File: src/rtl/sqlss_pkg.sv
// Shared word and job types of the SQL script statement splitter.
package sqlss_pkg;

	// One input word: a UTF-16 code unit and the end-of-script flag.
	typedef struct packed {
		logic [15:0] ch;
		logic        final_char;
	} in_word_t;

	// One result word as seen at the output ports.
	typedef struct packed {
		logic [15:0] out_char;
		logic        kind;
		logic        has_content;
		logic        run_last;
	} out_word_t;

	// One result before its position in the run is known.
	typedef struct packed {
		logic [15:0] out_char;
		logic        kind;
		logic        has_content;
	} res_entry_t;

	// All results caused by one input word, oldest in entry 0.
	typedef struct packed {
		logic [1:0] cnt;
		res_entry_t e2;
		res_entry_t e1;
		res_entry_t e0;
	} job_t;

	localparam int unsigned JOB_W = $bits(job_t);

endpackage

File: src/rtl/sqlss_fifo.sv
// Small register queue of jobs between the classifier and the result sequencer.
module sqlss_fifo #(
	parameter int unsigned WIDTH = 56,
	parameter int unsigned DEPTH = 4
) (
	input  logic             clk,
	input  logic             arst_n,
	input  logic             wr,
	input  logic [WIDTH-1:0] wr_data,
	input  logic             rd,
	output logic [WIDTH-1:0] rd_data,
	output logic             full,
	output logic             not_empty
);

	localparam int unsigned PTR_W = (DEPTH > 1) ? $clog2(DEPTH) : 1;
	localparam int unsigned CNT_W = $clog2(DEPTH + 1);
	localparam logic [PTR_W-1:0] LAST_PTR = PTR_W'(DEPTH - 1);
	localparam logic [CNT_W-1:0] FULL_CNT = CNT_W'(DEPTH);

	logic [WIDTH-1:0] mem_q [DEPTH];
	logic [PTR_W-1:0] wr_ptr_q;
	logic [PTR_W-1:0] rd_ptr_q;
	logic [CNT_W-1:0] cnt_q;
	logic             do_wr;
	logic             do_rd;

	assign full      = (cnt_q == FULL_CNT);
	assign not_empty = (cnt_q != '0);
	assign do_wr     = wr && !full;
	assign do_rd     = rd && not_empty;
	assign rd_data   = mem_q[rd_ptr_q];

	// Storage is written at the tail and needs no reset.
	always_ff @(posedge clk) begin
		if (do_wr) begin
			mem_q[wr_ptr_q] <= wr_data;
		end
	end

	// Pointers wrap at the depth; the count tracks occupancy.
	always_ff @(posedge clk or negedge arst_n) begin
		if (!arst_n) begin
			wr_ptr_q <= '0;
			rd_ptr_q <= '0;
			cnt_q    <= '0;
		end else begin
			if (do_wr) begin
				wr_ptr_q <= (wr_ptr_q == LAST_PTR) ? '0 : wr_ptr_q + 1'b1;
			end
			if (do_rd) begin
				rd_ptr_q <= (rd_ptr_q == LAST_PTR) ? '0 : rd_ptr_q + 1'b1;
			end
			if (do_wr && !do_rd) begin
				cnt_q <= cnt_q + 1'b1;
			end else if (do_rd && !do_wr) begin
				cnt_q <= cnt_q - 1'b1;
			end
		end
	end

`ifndef SYNTHESIS
	// Occupancy never goes beyond the depth.
	assert property (@(posedge clk) disable iff (!arst_n) cnt_q <= FULL_CNT)
		else $error("sqlss_fifo: count beyond depth");
`endif

endmodule

File: src/rtl/sqlss_front.sv
// Front end: scans each accepted word and builds the job of results it causes.
module sqlss_front (
	input  logic                clk,
	input  logic                arst_n,
	input  logic                take,
	input  sqlss_pkg::in_word_t in_word,
	output logic                job_push,
	output sqlss_pkg::job_t     job
);

	// Scanner modes.
	localparam logic [2:0] M_NORMAL     = 3'd0;
	localparam logic [2:0] M_SQUOTE     = 3'd1;
	localparam logic [2:0] M_DQUOTE     = 3'd2;
	localparam logic [2:0] M_BQUOTE     = 3'd3;
	localparam logic [2:0] M_BRACKET    = 3'd4;
	localparam logic [2:0] M_LINE       = 3'd5;
	localparam logic [2:0] M_BLOCK      = 3'd6;
	localparam logic [2:0] M_BLOCK_STAR = 3'd7;

	// Held character codes.
	localparam logic [1:0] H_NONE  = 2'd0;
	localparam logic [1:0] H_MINUS = 2'd1;
	localparam logic [1:0] H_SLASH = 2'd2;

	// Characters of interest.
	localparam logic [15:0] C_NUL    = 16'h0000;
	localparam logic [15:0] C_NL     = 16'h000A;
	localparam logic [15:0] C_SPACE  = 16'h0020;
	localparam logic [15:0] C_DQUOTE = 16'h0022;
	localparam logic [15:0] C_SQUOTE = 16'h0027;
	localparam logic [15:0] C_STAR   = 16'h002A;
	localparam logic [15:0] C_MINUS  = 16'h002D;
	localparam logic [15:0] C_SLASH  = 16'h002F;
	localparam logic [15:0] C_SEMI   = 16'h003B;
	localparam logic [15:0] C_LBRACK = 16'h005B;
	localparam logic [15:0] C_RBRACK = 16'h005D;
	localparam logic [15:0] C_BTICK  = 16'h0060;

	function automatic logic is_ws(input logic [15:0] c);
		is_ws = ((c >= 16'd9) && (c <= 16'd13)) || (c == C_SPACE);
	endfunction

	logic [2:0] mode_q;
	logic [1:0] held_q;
	logic       seen_q;

	logic [2:0]  mode_d;
	logic [1:0]  held_d;
	logic        seen_d;

	// Four candidate slots: held char, main result, flushed held char, final end.
	logic        cand_en  [4];
	logic        cand_end [4];
	logic [15:0] cand_ch  [4];
	sqlss_pkg::res_entry_t ent [4];

	// Scan one character against the current mode.
	always_comb begin
		logic [15:0] c;
		logic        fin;
		logic        do_main;
		logic        ended;
		logic        seen;
		logic [2:0]  n;

		c       = in_word.ch;
		fin     = in_word.final_char;
		do_main = 1'b0;
		ended   = 1'b0;
		mode_d  = mode_q;
		held_d  = held_q;
		for (int i = 0; i < 4; i++) begin
			cand_en[i]  = 1'b0;
			cand_end[i] = 1'b0;
			cand_ch[i]  = '0;
		end

		case (mode_q)
			M_NORMAL: begin
				do_main = 1'b1;
				held_d  = H_NONE;
				if (held_q == H_MINUS) begin
					cand_en[0] = 1'b1;
					if (c == C_MINUS) begin
						cand_ch[0] = C_NL;
						mode_d     = M_LINE;
						do_main    = 1'b0;
					end else begin
						cand_ch[0] = C_MINUS;
					end
				end else if (held_q == H_SLASH) begin
					if (c == C_STAR) begin
						mode_d  = M_BLOCK;
						do_main = 1'b0;
					end else begin
						cand_en[0] = 1'b1;
						cand_ch[0] = C_SLASH;
					end
				end
				if (do_main) begin
					case (c)
						C_SEMI: begin
							cand_en[1]  = 1'b1;
							cand_end[1] = 1'b1;
							ended       = 1'b1;
						end
						C_SQUOTE: begin
							cand_en[1] = 1'b1;
							cand_ch[1] = c;
							mode_d     = M_SQUOTE;
						end
						C_DQUOTE: begin
							cand_en[1] = 1'b1;
							cand_ch[1] = c;
							mode_d     = M_DQUOTE;
						end
						C_BTICK: begin
							cand_en[1] = 1'b1;
							cand_ch[1] = c;
							mode_d     = M_BQUOTE;
						end
						C_LBRACK: begin
							cand_en[1] = 1'b1;
							cand_ch[1] = c;
							mode_d     = M_BRACKET;
						end
						C_MINUS: begin
							held_d = H_MINUS;
						end
						C_SLASH: begin
							held_d = H_SLASH;
						end
						C_NUL: begin
							cand_en[1] = 1'b1;
							cand_ch[1] = C_SPACE;
						end
						default: begin
							cand_en[1] = 1'b1;
							cand_ch[1] = c;
						end
					endcase
				end
			end
			M_SQUOTE, M_DQUOTE, M_BQUOTE, M_BRACKET: begin
				cand_en[1] = 1'b1;
				cand_ch[1] = (c == C_NUL) ? C_SPACE : c;
				if (((mode_q == M_SQUOTE) && (c == C_SQUOTE)) ||
				    ((mode_q == M_DQUOTE) && (c == C_DQUOTE)) ||
				    ((mode_q == M_BQUOTE) && (c == C_BTICK)) ||
				    ((mode_q == M_BRACKET) && (c == C_RBRACK))) begin
					mode_d = M_NORMAL;
				end
			end
			M_LINE: begin
				if (c == C_NL) begin
					mode_d = M_NORMAL;
				end
			end
			M_BLOCK: begin
				if (c == C_STAR) begin
					mode_d = M_BLOCK_STAR;
				end
			end
			default: begin
				if (c == C_SLASH) begin
					mode_d = M_NORMAL;
				end else if (c != C_STAR) begin
					mode_d = M_BLOCK;
				end
			end
		endcase

		// End of script flushes the held character and closes the statement.
		if (fin) begin
			if (held_d == H_MINUS) begin
				cand_en[2] = 1'b1;
				cand_ch[2] = C_MINUS;
			end else if (held_d == H_SLASH) begin
				cand_en[2] = 1'b1;
				cand_ch[2] = C_SLASH;
			end
			cand_en[3]  = !ended;
			cand_end[3] = 1'b1;
			mode_d      = M_NORMAL;
			held_d      = H_NONE;
		end

		// Pack the present candidates in order and track statement content.
		seen = seen_q;
		n    = '0;
		for (int i = 0; i < 4; i++) begin
			ent[i] = '0;
		end
		for (int i = 0; i < 4; i++) begin
			if (cand_en[i]) begin
				if (cand_end[i]) begin
					ent[n[1:0]].out_char    = '0;
					ent[n[1:0]].kind        = 1'b1;
					ent[n[1:0]].has_content = seen;
					seen                    = 1'b0;
				end else begin
					ent[n[1:0]].out_char    = cand_ch[i];
					ent[n[1:0]].kind        = 1'b0;
					ent[n[1:0]].has_content = 1'b0;
					if (!is_ws(cand_ch[i])) begin
						seen = 1'b1;
					end
				end
				n = n + 3'd1;
			end
		end
		seen_d   = fin ? 1'b0 : seen;
		job.cnt  = n[1:0];
		job.e0   = ent[0];
		job.e1   = ent[1];
		job.e2   = ent[2];
		job_push = take && (n != 3'd0);
	end

	// Scanner state advances on each accepted word.
	always_ff @(posedge clk or negedge arst_n) begin
		if (!arst_n) begin
			mode_q <= M_NORMAL;
			held_q <= H_NONE;
			seen_q <= 1'b0;
		end else if (take) begin
			mode_q <= mode_d;
			held_q <= held_d;
			seen_q <= seen_d;
		end
	end

`ifndef SYNTHESIS
	// A character is only ever held back outside quotes and comments.
	assert property (@(posedge clk) disable iff (!arst_n)
		(held_q != H_NONE) |-> (mode_q == M_NORMAL))
		else $error("sqlss_front: held character outside normal mode");

	// After the last character of a script the scanner is back at rest.
	assert property (@(posedge clk) disable iff (!arst_n)
		(take && in_word.final_char) |=> (mode_q == M_NORMAL && held_q == H_NONE && !seen_q))
		else $error("sqlss_front: state not cleared after script end");
`endif

endmodule

File: src/rtl/sqlss_back.sv
// Back end: steps through the results of each job, one result word per cycle on pop.
module sqlss_back (
	input  logic                 clk,
	input  logic                 arst_n,
	input  sqlss_pkg::job_t      job,
	input  logic                 job_avail,
	output logic                 job_take,
	input  logic                 pop,
	output logic                 empty,
	output sqlss_pkg::out_word_t result
);

	sqlss_pkg::job_t       job_q;
	logic                  valid_q;
	logic [1:0]            idx_q;
	logic                  last;
	logic                  done;
	sqlss_pkg::res_entry_t cur;

	assign empty    = !valid_q;
	assign last     = (idx_q == job_q.cnt - 2'd1);
	assign done     = valid_q && pop && last;
	assign job_take = job_avail && (!valid_q || done);

	// Select the current entry of the job in hand.
	always_comb begin
		case (idx_q)
			2'd0:    cur = job_q.e0;
			2'd1:    cur = job_q.e1;
			2'd2:    cur = job_q.e2;
			default: cur = '0;
		endcase
		result.out_char    = cur.out_char;
		result.kind        = cur.kind;
		result.has_content = cur.has_content;
		result.run_last    = last;
	end

	// Job payload needs no reset.
	always_ff @(posedge clk) begin
		if (job_take) begin
			job_q <= job;
		end
	end

	// Index steps on each pop and restarts with every new job.
	always_ff @(posedge clk or negedge arst_n) begin
		if (!arst_n) begin
			valid_q <= 1'b0;
			idx_q   <= '0;
		end else begin
			if (job_take) begin
				valid_q <= 1'b1;
				idx_q   <= '0;
			end else if (done) begin
				valid_q <= 1'b0;
				idx_q   <= '0;
			end else if (valid_q && pop) begin
				idx_q <= idx_q + 2'd1;
			end
		end
	end

`ifndef SYNTHESIS
	// A job in hand always has at least one result.
	assert property (@(posedge clk) disable iff (!arst_n) valid_q |-> (job_q.cnt != 2'd0))
		else $error("sqlss_back: empty job in hand");

	// The index stays within the job.
	assert property (@(posedge clk) disable iff (!arst_n) valid_q |-> (idx_q < job_q.cnt))
		else $error("sqlss_back: index beyond job");
`endif

endmodule

File: src/rtl/sql_script_statement_splitter_core.sv
// Top level of the SQL script statement splitter.
//
//   Port group          Direction  Handshake           Word
//   push/full/item      in         push && !full       in_word_t (ch, final_char)
//   pop/empty/result    out        pop && !empty       out_word_t (out_char, kind,
//                                                       has_content, run_last)
//
// One character is accepted per cycle while not full; a word that causes one
// result or none leaves at the same rate while the output is popped. A word that
// causes n results gives n result words, one result word per cycle while popped;
// the job queue absorbs the difference so input keeps flowing until it fills.
// Reset clears the scanner state, the job queue and the sequencer; no sweep.
// full follows the job queue alone, and a stalled output only backs up into it.
module sql_script_statement_splitter_core #(
	parameter int unsigned QUEUE_DEPTH = 4
) (
	input  logic                 clk,
	input  logic                 arst_n,
	input  logic                 push,
	output logic                 full,
	input  sqlss_pkg::in_word_t  item,
	output logic                 empty,
	input  logic                 pop,
	output sqlss_pkg::out_word_t result
);

	logic                                  take;
	logic                                  job_push;
	sqlss_pkg::job_t                       job_in;
	logic [sqlss_pkg::JOB_W-1:0]           job_out_bits;
	sqlss_pkg::job_t                       job_out;
	logic                                  job_avail;
	logic                                  job_take;

	assign take    = push && !full;
	assign job_out = sqlss_pkg::job_t'(job_out_bits);

	// Scanner.
	sqlss_front u_front (
		.clk      (clk),
		.arst_n   (arst_n),
		.take     (take),
		.in_word  (item),
		.job_push (job_push),
		.job      (job_in)
	);

	// Job queue.
	sqlss_fifo #(
		.WIDTH (sqlss_pkg::JOB_W),
		.DEPTH (QUEUE_DEPTH)
	) u_fifo (
		.clk       (clk),
		.arst_n    (arst_n),
		.wr        (job_push),
		.wr_data   (job_in),
		.rd        (job_take),
		.rd_data   (job_out_bits),
		.full      (full),
		.not_empty (job_avail)
	);

	// Result sequencer.
	sqlss_back u_back (
		.clk       (clk),
		.arst_n    (arst_n),
		.job       (job_out),
		.job_avail (job_avail),
		.job_take  (job_take),
		.pop       (pop),
		.empty     (empty),
		.result    (result)
	);

endmodule
File: config.mk
export PLATFORM = sky130hd
export DESIGN_NAME = sql_script_statement_splitter_core
export DESIGN_NICKNAME = d
export VERILOG_FILES = /design/src/rtl/sqlss_pkg.sv /design/src/rtl/sqlss_fifo.sv /design/src/rtl/sqlss_front.sv /design/src/rtl/sqlss_back.sv /design/src/rtl/sql_script_statement_splitter_core.sv
export SDC_FILE = /design/constraint.sdc
export NUM_CORES = 1
export LEC_CHECK = 0
export BUFFER_PORTS_ARGS = -buffer_cell sky130_fd_sc_hd__buf_2
export CORE_ASPECT_RATIO = 0.7
export CORE_UTILIZATION = 50
export CTS_CLUSTER_DIAMETER = 40
export DETAILED_ROUTE_END_ITERATION = 8
export GPL_TIMING_DRIVEN = 0
export PLACE_DENSITY = 0.72
export SKIP_LAST_GASP = 1
export SYNTH_ARGS = -nofsm -noshare
export SYNTH_HDL_FRONTEND = slang
export SYNTH_SLANG_ARGS = --single-unit
File: constraint.sdc
create_clock -name clk -period 10.05 [get_ports clk]
set_input_delay 0.5025 -clock clk [delete_from_list [all_inputs] [get_ports clk]]
set_output_delay 0.5025 -clock clk [all_outputs]
set_load 0.01 [all_outputs]
==> impl_metrics.csv, run 1 <==
group,metric,value,unit
run_status,outcome,"completed",
floorplanning,die-height,119,um
critical_path,worstPathRequired,10.45,ns
timing,fin_max_slew_vios,0,
clock_tree,clockBufferDepth,3,
place,io_buffer_count,40,
global_routing,grt_antenna_before_repair,2,
synthesis,synthesis.area,9830,sq um
floorplanning,die_area,20200,sq um
floorplanning,std_cell_rows,42,
clock_tree,tritoncts,"done",
critical_path,worstSetupPathType,"in2reg",
place,dpl.hpwl,14.9,mm
synthesis,synth-edff-count,210,
synthesis,synthesis.nets,646,
floorplanning,boundaryPins,42,
place,replace_congestion,0.873,
clock_tree,cts_buffers,24,
pwr,vdd.ir_drop.worst,176,uV
hold_path,worst_hold_path_type,"in2reg",
timing,worst_slew_pin_tran,1.24,ns
clock_tree,clkSinkCount,226,
synthesis,yosys-top-cells-count,"edfxtp_1 (210), mux4_2 (42), nand2_1 (33), and2_1 (31), nor2_1 (26)",
synthesis,yosys-top-cells-area,"edfxtp_1 (64%), mux4_2 (9.6%), dfrtp_1 (4.1%)",
final_layout,final_layout_size_suffix_gt1_share,22.2,%
global_routing,grt_pass1_vias,5673,
timing,final_clock_skew,0.0154,ns
synthesis,synth.lib_cells_used.distinct,65,
final_layout,fillCellCount,1402,
critical_path,setup.worst_path.end_class,"flip-flop",
critical_path,timing.critical_path.from_type,"input port",
clock_tree,cts-root-buf,"clkbuf_16",
timing,setup_viol_count_final,0,
routing,routed_via_density,6.03,
floorplanning,coreArea,19100,sq um
place,dpl-instance-area,10500,sq um
floorplanning,die_x,170,um
timing,finalWorstPathRequiredPeriod,4.83,ns
clock_tree,clk_latency,0.52,ns
synthesis,yosys_warnings,0,
synthesis,synth_area_leader_cell,"edfxtp_1",
timing,hold_viol_final,0,
synthesis,yosys_most_used_dff,"edfxtp_1",
clock_tree,clock_pin_slew_of_the_registers_on_the_worst_case_setup_and_hold_paths,0.06,ns
routing,drt_iter0_markers,692,
synthesis,synthCells,606,
synthesis,ys_seq_area_share,68.2,%
final_layout,final_instance_area,11300,sq um
synthesis,syn_area_per_cell,16.2,sq um
final_layout,nNetsFinal,718,
routing,route.antenna.remaining_nets,0,
pwr,pwr_density_cell,282,nW/um^2
clock_tree,cts_repair_resize_count,0,
routing,wire_per_inst,23.3,um
global_routing,grtUsageTotal,23.0,%
critical_path,worstPathArrival,5.23,ns
final_layout,flow.area_growth_from_synthesis,15.4,%
routing,drt_first_pass_iters,5,
floorplanning,start_util,51.5,%
routing,wirelength,22.3,mm
pwr,power.total,3.20,mW
routing,remaining_drc_errors,0,
timing,clock.fmax,207,MHz
synthesis,netlist.area_leader.share,64.1,%
critical_path,critical_path.max_fanout,10,
synthesis,post-synth-top-count-cell,"edfxtp_1",
clock_tree,htreeDepth,1,
timing,timing.max_slew.rel_slack,17.1,%
routing,detailroute.via_count,5779,
timing,rsz0062_at_grt,"false",
global_routing,wire_length_of_the_first_global_routing_pass,34.0,mm
synthesis,async_reset_ff_share,7.08,%
global_routing,grt_max_degree,28,
timing,layout_worst_path_cycle_share,48.1,%
global_routing,grt.overflow.total,0,
pwr,power_leakage,3.94,nW
job,max-cap-violations,0,
synthesis,ys_ff_latch,226,
timing,timing.setup.tns,0,ns
## sequential cells by signal, indices dropped and copies added, names as in the netlist
signal           flops
u_fifo.cnt_q         3
u_back.valid_q       1
u_back.idx_q         2
u_front.held_q       2
u_back.job_q        42
u_fifo.wr_ptr_q      2
u_front.mode_q       3
u_fifo.mem_q       168
u_fifo.rd_ptr_q      2
u_front.seen_q       1
## layout make-up
class                           count  area, sq um  share of cell area [%]
Antenna cell                        1         2.50                  0.0221
Inverter                           17         63.8                   0.562
Buffer                             32          146                    1.29
Tap cell                          264          330                    2.91
Multi-Input combinational cell    331         2930                    25.8
Timing Repair Buffer               46          310                    2.73
Sequential cell                   226         6710                    59.1
Clock buffer                       26          629                    5.55
Clock inverter                     16          229                    2.02
## path summary, 6_finish.rpt
| kind | start | endpoint | slack [ns] | cells after the start |
|---|---|---|---|---|
| min in group asynchronous | arst_n | u_back.idx_q[1]$_DFFE_PN0P_ | 0.46 | 2 |
| setup reg to reg | u_front.mode_q[2]$_DFFE_PN0P_ | u_fifo.cnt_q[1]$_DFFE_PN0P_ | 5.37 | 17 |
| hold / removal | pop | u_back.idx_q[1]$_DFFE_PN0P_ | 0.37 | 4 |
| hold reg to reg | u_fifo.cnt_q[2]$_DFFE_PN0P_ | u_fifo.cnt_q[2]$_DFFE_PN0P_ | 0.50 | 1 |
| max in group asynchronous | arst_n | u_front.mode_q[0]$_DFFE_PN0P_ | 9.28 | 2 |
| setup / recovery | item[13] | u_fifo.cnt_q[1]$_DFFE_PN0P_ | 5.22 | 17 |
## worst max-delay path, cell delays in order
cell and delay (ns):
buf_2 0.13, nor4_4 0.68, nand4_2 0.29, a21oi_1 0.40, nand2b_1 0.15, buf_2 0.19, ha_1 0.30, xnor2_1 0.44
inv_1 0.14, ha_1 0.34, or3_1 0.38, mux2i_1 0.18, a21oi_2 0.14, ha_1 0.23, inv_1 0.08, fa_1 0.39
mux2_2 0.27
## logic make-up after synthesis
family	share of synthesized area, %
AOI/OAI and AO/OA	6.03
xor gates and xnor gates	0.624
adders and majority gates	2.49
buffers and inverters	2.14
DFF	68.2
muxes	10.5
and+or+nand+nor	10.0
## what timing repair did
action	4_1_cts	5_1_grt
hold buffers	1	0
hold endpoints to repair	16	0
buffers inserted	0	0
## metrics by stage
step                      setup WS, ns  std cells  hold WS [ns]  util, %
after detailed placement          4.72        915         0.464     54.9
after CTS                         5.24        958         0.365     59.5
after global routing              4.83        958         0.401     59.5
after floorplan                   5.35        606         0.207        -
final                             5.22        959         0.371     59.5
after global placement            3.74        910         0.462     54.3
## per-layer routing
layer / wire, um / up-vias / GRT usage [%]
li1: - / 2558 / -
met1: 10100 / 2966 / 34.5
met2: 10000 / 221 / 34.7
met3: 1670 / 34 / 4.42
met4: 461 / 0 / 5.57
met5: 0 / - / 0
## power breakdown
part,internal [mW],switching [mW],total [mW]
Clock,0.585,0.364,0.949
Combinational,0.360,0.516,0.876
Sequential,1.30,0.0705,1.37
## cells in the final DEF (no fill, tap or decap), types with 3 or more instances in the layout
cell          n
and3_1        8
mux4_2       42
nor3_1        5
ha_1         18
nand2_1      33
inv_1        17
xnor2_1       4
buf_12        5
mux2_2        3
and2_1       27
a222oi_1      3
nor2b_1       7
o21ai_1       3
buf_1         4
and4_1        3
clkbuf_16    25
and2_2        4
o211ai_1      6
a21oi_1      17
a22oi_1      17
nand3_1      16
o22ai_1       3
nand2b_1      4
clkbuf_1     20
edfxtp_1    210
nand4_1      11
o21ai_0      11
xor2_1        3
dfrtp_1      16
clkinvlp_4    4
a31oi_1       8
nor2_1       26
bufinv_16     5
buf_2        46
Note: power is estimated with default switching activity, not from simulation.
==> inputs of run 2 (changes only) <==
Settings changed: ABC_AREA from default to 1, PLACE_DENSITY 0.72 to 0.74.
Clock period 10.05 ns to 4.33 ns, I/O delays scaled along.
==> run 2 against run 1 <==
- routed wire length up 13%
- power up 130%
- critical path depth up 6
- non-clock buffer count up 16
- sequential share of layout area down 1.6 points
- via count up 24%
- die area up 2.7%
==> impl_metrics.csv, run 2 <==
group,metric,value,unit
run_status,outcome,"completed",
clock_tree,cts_buffers,24,
routing,route.antenna.remaining_nets,0,
floorplanning,boundaryPins,42,
clock_tree,htreeDepth,1,
clock_tree,cts-root-buf,"clkbuf_16",
final_layout,final-seq-area,6710,sq um
floorplanning,die_area,20800,sq um
critical_path,setup.worst_path.end_class,"flip-flop",
synthesis,synthesis.nets,941,
synthesis,yosys-top-cells-area,"edfxtp_1 (62%), o21ai_0 (5.1%), nor2_1 (5.0%)",
final_layout,flow.area_growth_from_synthesis,15.5,%
routing,drt_first_pass_iters,5,
final_layout,largest_registers,"u_fifo.mem_q: 168 flops, u_back.job_q: 42 flops",
synthesis,netlist.area_leader.share,62.4,%
routing,routed_via_density,5.64,
routing,detailroute.via_count,7153,
hold_path,count_of_cells_along_the_worst_hold_path,3,
timing,fin_ws,0.272,ns
synthesis,syn_area_per_cell,11.2,sq um
routing,remaining_drc_errors,0,
synthesis,synthesis.area,10100,sq um
synthesis,async_reset_ff_share,7.08,%
synthesis,yosys_most_used_dff,"edfxtp_1",
floorplanning,std_cell_rows,43,
critical_path,critical_path.max_fanout,22,
critical_path,timing.critical_path.buf_inv,7,
timing,layout_worst_path_cycle_share,93.7,%
global_routing,wire_length_of_the_first_global_routing_pass,37.9,mm
timing,timing.max_slew.rel_slack,41.0,%
synthesis,post-synth-top-count-cell,"edfxtp_1",
critical_path,critPathMaxStageDelay,0.68,ns
timing,worst_slew_pin_tran,0.883,ns
critical_path,critical_path_cell_count,23,
final_layout,final_layout_size_suffix_gt1_share,16.6,%
clock_tree,clock_pin_slew_of_the_registers_on_the_worst_case_setup_and_hold_paths,0.06,ns
critical_path,worstPathCellList,"nor2_4 > inv_2 > nor2_8 > nand2_2 > nor2_4 > inv_2 > o22ai_1 > inv_1 > ha_1 > nor2_4 > inv_4 > nor2_4 > inv_2 > o21ai_2 > inv_1 > ha_1 > nand2_1 > xor2_1 > nor2_1 > nand2_1 > nand2_4 > nor2_4 > buf_12",
floorplanning,coreArea,19800,sq um
critical_path,crit_family,"simple AND/OR/NAND/NOR gates",
timing,timing.setup.tns,0,ns
clock_tree,tritoncts,"done",
synthesis,yosys_warnings,0,
global_routing,grt.overflow.total,0,
floorplanning,die-height,121,um
routing,wirelength,25.2,mm
critical_path,worst_path_max_delay_cell,"nor2_4",
synthesis,synthCells,901,
critical_path,r2r.worst_path.cells,23,
clock_tree,clockBufferDepth,3,
final_layout,diode_count,0,
floorplanning,die_x,172,um
routing,drt_iter0_markers,836,
critical_path,worstPathArrival,4.27,ns
job,max-cap-violations,0,
place,dpl.hpwl,17.3,mm
global_routing,grt_pass1_vias,6608,
global_routing,grt_antenna_before_repair,0,
synthesis,yosys-top-cells-count,"edfxtp_1 (210), nor2_1 (134), nand2_1 (120), o21ai_0 (103), inv_1 (60)",
critical_path,worstPathRequired,4.54,ns
global_routing,grtUsageTotal,24.8,%
final_layout,layout_commonest_cell,"edfxtp_1",
pwr,pwr_density_cell,627,nW/um^2
critical_path,timing.critical_path.from_type,"flip-flop",
timing,clock.fmax,246,MHz
pwr,power.total,7.32,mW
critical_path,worstSetupPathType,"reg2reg",
synthesis,ys_seq_area_share,66.4,%
floorplanning,start_util,51.0,%
timing,fin_max_slew_vios,0,
place,dpl_worst_slack,-0.363,ns
critical_path,worst_path_most_repeated_cell,"nor2_4",
place,replace_congestion,0.857,
pwr,vdd.ir_drop.worst,379,uV
timing,rsz0062_at_grt,"true",
final_layout,multiInputGateArea,2990,sq um
clock_tree,clkSinkCount,226,
routing,wire_per_inst,19.9,um
hold_path,worst_hold_path_type,"in2reg",
global_routing,grt_max_degree,30,
clock_tree,clk_latency,0.52,ns
synthesis,synth.lib_cells_used.distinct,44,
synthesis,synth-edff-count,210,
final_layout,core_util_final,58.9,%
final_layout,largest_register_ffs,168,
synthesis,ys_ff_latch,226,
final_layout,fillCellCount,1627,
timing,setup_viol_count_final,0,
synthesis,synth_area_leader_cell,"edfxtp_1",
final_layout,max_flop_register,"u_fifo.mem_q",
final_layout,nNetsFinal,1023,
timing,final_clock_skew,0.0154,ns
place,io_buffer_count,40,
final_layout,mostFrequentLayoutCells,"edfxtp_1 (210), nor2_1 (129), nand2_1 (119)",
pwr,power_leakage,4.38,nW
timing,hold_viol_final,0,
timing,finalWorstPathRequiredPeriod,4.06,ns
==> run 2: layout make-up <==
class	instances	area share, %
Inverter	80	2.62
Sequential cell	226	57.5
Tap cell	270	2.90
Clock buffer	31	5.64
Buffer	38	1.40
Multi-Input combinational cell	557	25.7
Clock inverter	10	0.847
Timing Repair Buffer	56	3.44
==> run 2: per-stage QoR <==
stage                     cell area, sq um  cells  hold WS, ns
after floorplan                      10100    901      -0.0791
after global placement               10600   1211        0.185
after detailed placement             10800   1216        0.193
after CTS                            11600   1260       0.0104
after global routing                 11700   1268       0.0240
final                                11700   1268       0.0155
==> run 2: power by group <==
part | total [mW] | leakage [nW] | internal [mW] | switching [mW]
sequential | 3.12 | 2.14 | 2.96 | 0.160
combinational | 2.23 | 1.87 | 0.672 | 1.56
clock | 1.97 | 0.369 | 1.14 | 0.828
total | 7.32 | 4.38 | 4.77 | 2.55
==> run 2: worst paths after layout <==
check / startpoint / to / slack (ns)
worst min-delay path: pop / u_back.idx_q[0]$_DFFE_PN0P_ / 0.02
worst min register to register: u_back.idx_q[0]$_DFFE_PN0P_ / u_back.idx_q[0]$_DFFE_PN0P_ / 0.56
worst max-delay path: u_front.mode_q[1]$_DFFE_PN0P_ / u_fifo.mem_q[3][12]$_DFFE_PP_ / 0.27
max in group asynchronous: arst_n / u_front.mode_q[1]$_DFFE_PN0P_ / 3.77
min in group asynchronous: arst_n / u_back.idx_q[0]$_DFFE_PN0P_ / 0.19
worst max register to register: u_front.mode_q[1]$_DFFE_PN0P_ / u_fifo.mem_q[3][12]$_DFFE_PP_ / 0.27
==> run 2: repair_timing <==
| item | 4_1_cts | 5_1_grt |
|---|---|---|
| setup endpoints to repair | 98 | 105 |
| resized for setup | 7 | 8 |
| endpoints found under the hold margin | 16 | 0 |
| hold buffers | 1 | 0 |
| setup buffers | 2 | 8 |
| pin swaps | 2 | 5 |
==> run 2: worst reg2reg max path: stages, from the launching register on <==
cell	delay (ns)
dfrtp_2	0.45
nor2_4	0.11
inv_2	0.07
nor2_8	0.12
nand2_2	0.08
nor2_4	0.12
inv_2	0.04
o22ai_1	0.10
inv_1	0.08
ha_1	0.33
nor2_4	0.14
inv_4	0.09
nor2_4	0.12
inv_2	0.08
o21ai_2	0.09
inv_1	0.09
ha_1	0.19
nand2_1	0.09
xor2_1	0.15
nor2_1	0.06
nand2_1	0.11
nand2_4	0.10
nor2_4	0.68
buf_12	0.28
==> run 2: metal layers <==
metal	part of all wire (%)	global-route usage, %	wire [um]	vias to the layer above
met2	44	37.8	11200	363
met4	1.3	4.20	337	0
met1	43	37.7	10900	3433
met3	11	4.37	2780	31
li1	-	-	-	3326
met5	0	0	0	-
==> run 2: logic make-up after synthesis <==
logic type	synth area share (%)
and+or+nand+nor	15.4
DFF	66.4
buffers and inverters	4.60
muxes	0.211
adders and majority gates	2.43
AOI/OAI and AO/OA	10.5
xor gates and xnor gates	0.434
==> inputs of run 3 (changes only) <==
Settings changed: ABC_AREA 1 to default.
==> run 3 against run 2 <==
- combinational power shrank 13%
- largest power group unchanged
- via count decreased by 17%
- setup slack worse by 0.11 ns
- routed wire length fell by 12%
==> impl_metrics.csv, run 3 (same netlist as run 1, synthesis figures left out) <==
group,metric,value,unit
timing,clock.fmax,240,MHz
critical_path,r2r_start,"u_front.mode_q[2]$_DFFE_PN0P_",
final_layout,layout.cells.non_filler,966,
timing,worst_slew_pin_tran,1.10,ns
critical_path,reg2reg_slack,0.17,ns
floorplanning,die_area,20200,sq um
floorplanning,coreArea,19100,sq um
clock_tree,clk_latency,0.51,ns
pwr,vdd.ir_drop.worst,328,uV
global_routing,grtUsageTotal,22.8,%
final_layout,largest_registers,"u_fifo.mem_q: 168 flops, u_back.job_q: 42 flops",
final_layout,layout_commonest_cell,"edfxtp_1",
global_routing,wire_length_of_the_first_global_routing_pass,33.9,mm
floorplanning,boundaryPins,42,
critical_path,worst_path_max_delay_cell,"or3_4",
timing,hold_viol_final,0,
hold_path,worst_hold_path_type,"in2reg",
critical_path,worstSetupPathType,"reg2reg",
clock_tree,clockBufferDepth,3,
clock_tree,tritoncts,"done",
clock_tree,cts-root-buf,"clkbuf_16",
critical_path,r2r.worst_path.cells,16,
clock_tree,cts_buffers,23,
timing,finalWorstPathRequiredPeriod,4.16,ns
clock_tree,clock_pin_slew_of_the_registers_on_the_worst_case_setup_and_hold_paths,0.06,ns
timing,layout_worst_path_cycle_share,96.2,%
routing,drt_iter0_markers,781,
floorplanning,die_x,170,um
pwr,power_leakage,3.97,nW
hold_path,worst_hold_path.endpoint,"u_back.idx_q[1]$_DFFE_PN0P_",
routing,routed_via_density,6.11,
place,io_buffer_count,40,
floorplanning,std_cell_rows,42,
critical_path,regToRegEndpoint,"u_fifo.cnt_q[1]$_DFFE_PN0P_",
critical_path,timing.critical_path.buf_inv,3,
clock_tree,htreeDepth,1,
critical_path,critical_path.max_fanout,10,
timing,setup_viol_count_final,0,
final_layout,max_flop_register,"u_fifo.mem_q",
global_routing,grt_antenna_before_repair,1,
final_layout,largest_register_ffs,168,
critical_path,worstPathCellList,"buf_6 > or3_4 > nor3_2 > a21oi_1 > ha_1 > nor2b_4 > xnor2_4 > inv_1 > ha_1 > or3_1 > mux2i_2 > a21oi_4 > ha_1 > inv_1 > fa_1 > mux2_2",
critical_path,crit_family,"adder cells",
routing,remaining_drc_errors,0,
critical_path,worstPathArrival,4.56,ns
floorplanning,start_util,51.5,%
run_status,outcome,"completed",
global_routing,grt.overflow.total,0,
final_layout,mostFrequentLayoutCells,"edfxtp_1 (210), buf_2 (46), mux4_2 (42)",
routing,detailroute.via_count,5903,
routing,wirelength,22.2,mm
critical_path,worst_path_most_repeated_cell,"ha_1",
hold_path,count_of_cells_along_the_worst_hold_path,4,
floorplanning,die-height,119,um
place,numPlacedInstances,911,
pwr,pwr_density_cell,625,nW/um^2
timing,fin_max_slew_vios,0,
job,max-cap-violations,0,
global_routing,grt_pass1_vias,5710,
final_layout,nNetsFinal,726,
clock_tree,clkSinkCount,226,
critical_path,setup.worst_path.end_class,"flip-flop",
hold_path,worstHoldStart,"pop",
place,dpl.hpwl,14.5,mm
place,replace_congestion,0.834,
routing,wire_per_inst,23.0,um
timing,hold-worst-slack,0.110,ns
critical_path,timing.critical_path.from_type,"flip-flop",
timing,timing.max_slew.rel_slack,26.5,%
global_routing,grt_max_degree,43,
timing,final_clock_skew,0.0187,ns
critical_path,worstPathRequired,4.72,ns
final_layout,flow.area_growth_from_synthesis,15.5,%
routing,route.antenna.remaining_nets,0,
final_layout,final_layout_size_suffix_gt1_share,24.2,%
critical_path,critical_path_cell_count,16,
critical_path,critPathMaxStageDelay,0.40,ns
final_layout,diode_count,0,
routing,drt_first_pass_iters,6,
[run 3: changes by cell type in the layout (fill, tap and decap cells not counted), sizes merged, moves of 13 or more]
cell / before / now
nor2: 149 / 26
mux4: 0 / 42
a22oi: 1 / 17
and2: 0 / 31
o21ai: 109 / 14
nand3: 29 / 16
o22ai: 46 / 3
nand2: 131 / 33
inv: 82 / 17
clkbuf: 62 / 49
[run 3: layer usage]
metal  wire, um  up-vias  track usage (%)
met5          0        -                0
met4        321        0             4.34
met3       2120       28             3.95
met2      10200      319             34.5
met1       9610     2991             35.1
li1           -     2565                -
[run 3: how the worst max path moves through the flow]
stage                             startpoint                             to
3_3_place_gp                        item[13]  u_fifo.mem_q[1][29]$_DFFE_PP_
2_1_floorplan  u_front.mode_q[2]$_DFFE_PN0P_    u_fifo.cnt_q[1]$_DFFE_PN0P_
3_5_place_dp                        item[13]  u_fifo.mem_q[3][14]$_DFFE_PP_
5_1_grt        u_front.mode_q[2]$_DFFE_PN0P_    u_fifo.cnt_q[1]$_DFFE_PN0P_
6_report       u_front.mode_q[2]$_DFFE_PN0P_    u_fifo.cnt_q[1]$_DFFE_PN0P_
4_1_cts        u_front.mode_q[0]$_DFFE_PN0P_    u_fifo.cnt_q[1]$_DFFE_PN0P_
[run 3: timing repair]
action,in CTS,in global routing
pin swaps,2,5
hold buffers,1,0
setup buffers,6,8
endpoints found under the setup margin,170,73
resized for setup,12,11
hold endpoints to repair,16,0
[run 3: final cells by class]
cell class / instances / area (sq um)
Multi-Input combinational cell: 331 / 3010
Clock buffer: 31 / 626
Inverter: 17 / 63.8
Tap cell: 264 / 330
Fill cell: 1404 / 7720
Buffer: 31 / 144
Timing Repair Buffer: 56 / 335
Sequential cell: 226 / 6710
Clock inverter: 10 / 139
[run 3: tightest hold or removal path, stage by stage]
cell and delay [ns]:
buf_2 0.12, o22ai_1 0.10, nand2_1 0.06, o21ai_0 0.07
[run 3: per-stage QoR]
step	setup slack, ns	power (mW)	utilization, %	TNS (ns)	cell area [sq um]
after floorplan	0.0634	4.47	-	0	9840
after global placement	-0.811	5.05	54.4	-136.22	10400
after detailed placement	-0.830	5.18	54.5	-139.05	10400
after CTS	0.0140	7.14	59.0	0	11300
after global routing	-0.0189	7.40	59.5	-0.0189	11400
final	0.167	7.10	59.5	0	11400
[run 3: power breakdown]
group	internal [mW]	total, mW	switching [mW]	leakage [nW]
Clock	1.15	1.96	0.814	0.367
Combinational	0.806	1.94	1.13	1.45
Sequential	3.03	3.20	0.171	2.15
